--- src/rtl/owtr_pkg.sv ---
// ----------------------------------------------------------------------------
// owtr_pkg: shared types and constants of the 1-Wire temperature reader
// Phase codes, result kind codes, slot byte values and the state and
// result records passed between the sequencer step and the output stage.
// ----------------------------------------------------------------------------
`default_nettype none

package owtr_pkg;

   // scratchpad size, the read slot count derived from it, and the command and word slot counts
   localparam int SCRATCHPAD_BYTES = 9;
   localparam int SLOT_W           = 7;
   localparam logic [SLOT_W-1:0] READ_SLOTS = SLOT_W'(SCRATCHPAD_BYTES * 8);
   localparam logic [SLOT_W-1:0] CMD_SLOTS  = SLOT_W'(16);
   localparam logic [SLOT_W-1:0] WORD_SLOTS = SLOT_W'(16);

   // sequencer phases
   localparam logic [2:0] PH_IDLE = 3'd0;
   localparam logic [2:0] PH_RST1 = 3'd1;
   localparam logic [2:0] PH_WR1  = 3'd2;
   localparam logic [2:0] PH_POLL = 3'd3;
   localparam logic [2:0] PH_RST2 = 3'd4;
   localparam logic [2:0] PH_WR2  = 3'd5;
   localparam logic [2:0] PH_READ = 3'd6;

   // request kinds
   localparam logic KIND_START = 1'b0;
   localparam logic KIND_ECHO  = 1'b1;

   // result kinds
   localparam logic [1:0] RK_TX    = 2'd0;
   localparam logic [1:0] RK_TEMP  = 2'd1;
   localparam logic [1:0] RK_ABORT = 2'd2;

   // line bytes and 1-Wire commands (skip ROM in the low byte)
   localparam logic [7:0]  RESET_BYTE   = 8'hF0;
   localparam logic [7:0]  PRESENCE_MAX = 8'hE0;
   localparam logic [7:0]  SLOT_ONE     = 8'hFF;
   localparam logic [7:0]  SLOT_ZERO    = 8'h00;
   localparam logic [15:0] CMD_CONVERT  = 16'h44CC;
   localparam logic [15:0] CMD_READPAD  = 16'hBECC;

   typedef struct packed {
      logic [2:0]        phase;
      logic [SLOT_W-1:0] slot_count;
      logic [15:0]       command_bits;
      logic [15:0]       low_word;
   } state_type;

   typedef struct packed {
      logic [1:0]         result_kind;
      logic [7:0]         tx_byte;
      logic               slow_baud;
      logic signed [11:0] temperature;
   } rsp_type;

endpackage

`default_nettype wire

--- src/rtl/owtr_step.sv ---
// ----------------------------------------------------------------------------
// owtr_step: one sequencer step of the 1-Wire temperature reader
// Given the current state and one request beat, computes the next state
// and the result beat (if any) in a single pass of logic.
// ----------------------------------------------------------------------------
`default_nettype none

module owtr_step
   import owtr_pkg::*;
(
   input  wire state_type  cur,
   input  wire logic       kind,
   input  wire logic [7:0] echo_byte,
   output state_type       nxt,
   output rsp_type         res,
   output logic            has_res
);

   logic [SLOT_W-1:0] slot_inc;

   always_comb begin
      nxt      = cur;
      res      = '0;
      has_res  = 1'b0;
      slot_inc = cur.slot_count + SLOT_W'(1);

      if (kind == KIND_START) begin
         // restart the cycle with the first reset pulse
         nxt            = '0;
         nxt.phase      = PH_RST1;
         res.tx_byte    = RESET_BYTE;
         res.slow_baud  = 1'b1;
         has_res        = 1'b1;
      end else begin
         unique case (cur.phase) inside
            PH_RST1, PH_RST2: begin
               // check presence, then start the command write slots, else abort
               has_res = 1'b1;
               if (echo_byte <= PRESENCE_MAX) begin
                  nxt.command_bits = (cur.phase == PH_RST1) ? CMD_CONVERT : CMD_READPAD;
                  nxt.slot_count   = '0;
                  nxt.phase        = (cur.phase == PH_RST1) ? PH_WR1 : PH_WR2;
                  res.tx_byte      = nxt.command_bits[0] ? SLOT_ONE : SLOT_ZERO;
               end else begin
                  nxt.phase       = PH_IDLE;
                  res.result_kind = RK_ABORT;
               end
            end
            PH_WR1, PH_WR2: begin
               // advance through the command bits, then poll (first command) or open the read slots
               has_res = 1'b1;
               if (slot_inc >= CMD_SLOTS) begin
                  nxt.slot_count = '0;
                  if (cur.phase == PH_WR1) begin
                     nxt.phase = PH_POLL;
                  end else begin
                     nxt.phase    = PH_READ;
                     nxt.low_word = '0;
                  end
                  res.tx_byte = SLOT_ONE;
               end else begin
                  nxt.slot_count = slot_inc;
                  res.tx_byte    = cur.command_bits[slot_inc[3:0]] ? SLOT_ONE : SLOT_ZERO;
               end
            end
            PH_POLL: begin
               // poll until the conversion reports done
               has_res = 1'b1;
               if (echo_byte == SLOT_ONE) begin
                  nxt.phase     = PH_RST2;
                  res.tx_byte   = RESET_BYTE;
                  res.slow_baud = 1'b1;
               end else begin
                  res.tx_byte = SLOT_ONE;
               end
            end
            PH_READ: begin
               // collect the low word, drop the remaining scratchpad bits
               has_res = 1'b1;
               if (cur.slot_count < WORD_SLOTS && echo_byte == SLOT_ONE) begin
                  nxt.low_word[cur.slot_count[3:0]] = 1'b1;
               end
               if (slot_inc >= READ_SLOTS) begin
                  nxt.phase       = PH_IDLE;
                  nxt.slot_count  = '0;
                  res.result_kind = RK_TEMP;
                  res.temperature = $signed(nxt.low_word[15:4]);
               end else begin
                  nxt.slot_count = slot_inc;
                  res.tx_byte    = SLOT_ONE;
               end
            end
            default: begin
               // echo while idle: ignore
               nxt.phase = PH_IDLE;
            end
         endcase
      end
   end

endmodule

`default_nettype wire

--- src/rtl/owtr_skid.sv ---
// ----------------------------------------------------------------------------
// owtr_skid: result register with one skid entry
// Holds the result beat for the receiver and parks one more beat while the
// receiver stalls, so the sequencer keeps taking beats.
// ----------------------------------------------------------------------------
`default_nettype none

module owtr_skid
   import owtr_pkg::*;
(
   input  wire logic    clock,
   input  wire logic    reset,
   input  wire logic    in_valid,
   input  wire rsp_type in_data,
   output logic         in_stall,
   output logic         out_valid,
   output rsp_type      out_data,
   input  wire logic    out_stall
);

   logic    out_valid_ff;
   rsp_type out_data_ff;
   logic    skid_valid_ff;
   rsp_type skid_data_ff;
   logic    out_free;
   logic    push;

   assign in_stall  = skid_valid_ff;
   assign out_free  = !out_valid_ff || !out_stall;
   assign push      = in_valid && !skid_valid_ff;
   assign out_valid = out_valid_ff;
   assign out_data  = out_data_ff;

   // control: output and skid occupancy
   always_ff @(posedge clock) begin
      if (reset) begin
         out_valid_ff  <= 1'b0;
         skid_valid_ff <= 1'b0;
      end else if (out_free) begin
         if (skid_valid_ff) begin
            out_valid_ff  <= 1'b1;
            skid_valid_ff <= 1'b0;
         end else begin
            out_valid_ff <= push;
         end
      end else if (push) begin
         skid_valid_ff <= 1'b1;
      end
   end

   // payload: advance from skid or input, park on stall
   always_ff @(posedge clock) begin
      if (out_free) begin
         if (skid_valid_ff) begin
            out_data_ff <= skid_data_ff;
         end else if (push) begin
            out_data_ff <= in_data;
         end
      end else if (push) begin
         skid_data_ff <= in_data;
      end
   end

endmodule

`default_nettype wire

--- src/rtl/onewire_uart_temperature_reader.sv ---
// ----------------------------------------------------------------------------
// onewire_uart_temperature_reader: 1-Wire temperature read over a UART
// A result beat reaches rsp_ through the registered result stage.
// Throughput: one request beat per cycle; req_stall rises only when the
// result register and its skid entry are both held by rsp_stall.
// Reset: the sequencer returns to idle and the result stage empties.
// Sequences reset pulses, command write slots, conversion polling and the
// scratchpad read, and reports the temperature in whole degrees.
// ----------------------------------------------------------------------------
`default_nettype none

module onewire_uart_temperature_reader
   import owtr_pkg::*;
(
   input  wire logic               clock,
   input  wire logic               reset,
   input  wire logic               req_valid,
   output logic                    req_stall,
   input  wire logic               req_kind,
   input  wire logic [7:0]         req_echo_byte,
   output logic                    rsp_valid,
   input  wire logic               rsp_stall,
   output logic [1:0]              rsp_result_kind,
   output logic [7:0]              rsp_tx_byte,
   output logic                    rsp_slow_baud,
   output logic signed [11:0]      rsp_temperature
);

   state_type state_ff;
   state_type state_in;
   rsp_type   step_res;
   rsp_type   out_data;
   logic      step_has;
   logic      accept;

   assign accept = req_valid && !req_stall;

   owtr_step u_step (
      .cur       (state_ff),
      .kind      (req_kind),
      .echo_byte (req_echo_byte),
      .nxt       (state_in),
      .res       (step_res),
      .has_res   (step_has)
   );

   // hold sequencer state, advance on each accepted beat
   always_ff @(posedge clock) begin
      if (reset) begin
         state_ff <= '0;
      end else if (accept) begin
         state_ff <= state_in;
      end
   end

   owtr_skid u_skid (
      .clock     (clock),
      .reset     (reset),
      .in_valid  (accept && step_has),
      .in_data   (step_res),
      .in_stall  (req_stall),
      .out_valid (rsp_valid),
      .out_data  (out_data),
      .out_stall (rsp_stall)
   );

   assign rsp_result_kind = out_data.result_kind;
   assign rsp_tx_byte     = out_data.tx_byte;
   assign rsp_slow_baud   = out_data.slow_baud;
   assign rsp_temperature = out_data.temperature;

endmodule

`default_nettype wire

--- config.mk ---
export PLATFORM = sky130hd
export DESIGN_NAME = onewire_uart_temperature_reader
export DESIGN_NICKNAME = d
export VERILOG_FILES = /design/src/rtl/owtr_pkg.sv /design/src/rtl/owtr_step.sv /design/src/rtl/owtr_skid.sv /design/src/rtl/onewire_uart_temperature_reader.sv
export SDC_FILE = /design/constraint.sdc
export NUM_CORES = 1
export LEC_CHECK = 0
export BUFFER_PORTS_ARGS = -buffer_cell sky130_fd_sc_hd__buf_2
export CELL_PAD_IN_SITES_DETAIL_PLACEMENT = 1
export CELL_PAD_IN_SITES_GLOBAL_PLACEMENT = 1
export CORE_MARGIN = 2
export CORE_UTILIZATION = 49
export DETAILED_ROUTE_END_ITERATION = 6
export GPL_TIMING_DRIVEN = 0
export MAX_ROUTING_LAYER = met4
export PLACE_DENSITY_LB_ADDON = 0.1
export SLEW_MARGIN = 20
export SYNTH_ARGS = -nofsm -noshare
export SYNTH_HDL_FRONTEND = slang
export SYNTH_HIERARCHICAL = 1
export SYNTH_SLANG_ARGS = --single-unit
--- constraint.sdc ---
create_clock -name clock -period 4.3 [get_ports clock]
set_clock_uncertainty 0.15 [all_clocks]
set_input_delay 0.86 -clock clock [delete_from_list [all_inputs] [get_ports clock]]
set_output_delay 0.86 -clock clock [all_outputs]
set_load 0.02 [all_outputs]
==> run summary <==
Slew Limit Headroom: 42.0%
Worst Setup SP: state_ff[32]
Hold Path Class: register to register
largest net degree at the start of global routing: 17
Num CTS Buffers: 9
Post-Syn Area: 5110 µm²
worst hold stages: 2
CP Capture Point: u_skid/out_data[19]
share of layout cells above drive strength 1: 27.8%
GRT Total Usage: 24.7%
Fin Setup TNS: 0 ns
CTS Hold Buffers Added: 0
Final Hold Fails: 0
Worst VDD drop: 0.127 mV
Core ar.: 10200 µm²
Setup Crit Path Kind: register to register
R2R Path Start: state_ff[32]
RSZ-0062 raised after global routing: false
CTS tree: built
startpoint types: register
drt pass-1 iters: 4
CP arrival: 3.67 ns
critical path data required time: 4.26 ns
Max Slew Vio Count: 0
Synth Net Count: 506
total wire length: 12900 µm
min cycle time layout: 3.71 ns
fmax: 270 MHz
Placer Congestion: 0.858
Synth warnings: 6
clock slew at the register clock pins of the worst setup and hold paths: 0.10 ns
Clock Latency Late Sink: 0.36 ns
final core utilization: 56.0%
antenna violations before repair: 1
Routed WL per cell: 19.1 µm
Starting Density: 49.9%
Finish-stage setup viols: 0
Pwr Total: 1710 µW
Resized Gates After CTS: 0
post-route antenna net violation count: 0
I/O pins: 38
Avg Inst Size Synth: 10.5 µm²
status: completed
Die X: 106 µm
Clock Sinks: 86
DRC Markers: 0
total power density per cell area: 298 nW/µm²
# Post-CTS Setup Buffers: 0
Root Buffer: clkbuf_8
Congestion Overflow GR: 0
Final Cycle Share: 86.2%
peak fanout along the critical path: 8
leakage power: 0.00197 µW
Die Ht: 106 µm
Via Count: 3968
P&R area growth vs syn: 12.1%
CP Capture Type: register
Site Rows: 37
Tightest Pin Transition: 0.863 ns
Placement Setup Slack: 0.617 ns
final hold slack: 0.333 ns
Worst R2R End: u_skid/out_data[19]
vias in the first global route: 4052
ANT cells: 0
CTS H-tree depth: 3
Synth Instances: 488
Max Root-Sink Buffers: 2
number of port buffers: 36
Layout Nets: 556
Vias per Instance: 5.84
full die area: 11300 µm²
FF-to-FF setup slack: 0.59 ns
DP HPWL: 9500 µm
length in cells of the worst reg-to-reg path: 10
global-route wire length before repair: 21200 µm
PnR worst setup slack: 0.593 ns
Max-Cap Viols: 0
DRT iter0 DRCs: 149
[power breakdown]
group | leakage [µW] | internal, µW | switching, µW
Sequential | 0.000730 | 882 | 6.94
Combinational | 0.00113 | 59.0 | 98.9
Clock | 0.000117 | 337 | 324
[how the worst min path moves through the flow]
stage | start | endpoint | slack, ns
floorplan | state_ff[16] | state_ff[16] | 0.30
global placement | state_ff[37] | state_ff[37] | 0.31
detailed placement | state_ff[37] | state_ff[37] | 0.32
CTS | state_ff[37] | state_ff[37] | 0.33
global route | state_ff[37] | state_ff[37] | 0.36
finish | state_ff[37] | state_ff[37] | 0.33
[critical path, cell delays in order, from the launching register on]
cell     delay (ns)
dfxtp_1        0.51
inv_1          0.21
ha_1           0.33
buf_6          0.13
mux4_1         0.58
mux2i_1        0.22
mux2_4         0.22
nor2_1         0.05
or4_1          0.59
buf_4          0.20
mux2_2         0.26
[sequential cells by signal, indices dropped and copies added (netlist names)]
signal	cells
u_skid/out_valid	1
u_skid/skid_data_ff	23
u_skid/out_data	23
u_skid/in_stall	1
state_ff	38
[metal layers]
metal	share of wire [%]	up-vias	track usage, %
met5	0	-	-
met4	3.0	0	8.74
met3	3.2	28	3.68
met2	49	80	41.0
met1	45	1945	31.0
li1	-	1915	-
[layout make-up]
class	count	area [µm²]
Fill cell	1151	4510
Tap cell	136	170
Clock buffer	9	124
Clock inverter	7	103
Timing Repair Buffer	39	214
Sequential cell	86	2180
Inverter	12	45.0
Multi-Input combinational cell	342	2580
Buffer	48	310
[metrics by stage]
step / instances / area, µm²
detailed placement: 663 / 5500
global route: 679 / 5730
finish: 679 / 5730
global placement: 660 / 5460
floorplan: 488 / 5110
CTS: 679 / 5730
[cell usage in the layout, fill, tap and decap left out, types with 7 or more instances in the layout]
master and count:
a21oi_1 23, a31oi_1 12, and3_1 10, buf_2 44, buf_4 9, buf_6 8
clkbuf_1 17, clkbuf_8 9, dfxtp_1 40, edfxtp_1 46, inv_1 11, mux2_4 19
nand2_1 18, nand2b_1 38, nand3_1 7, nand4bb_1 38, nor2_1 48, nor3_1 8
o21ai_0 15, o21ai_2 32
Power figures use the tool's default switching activity.
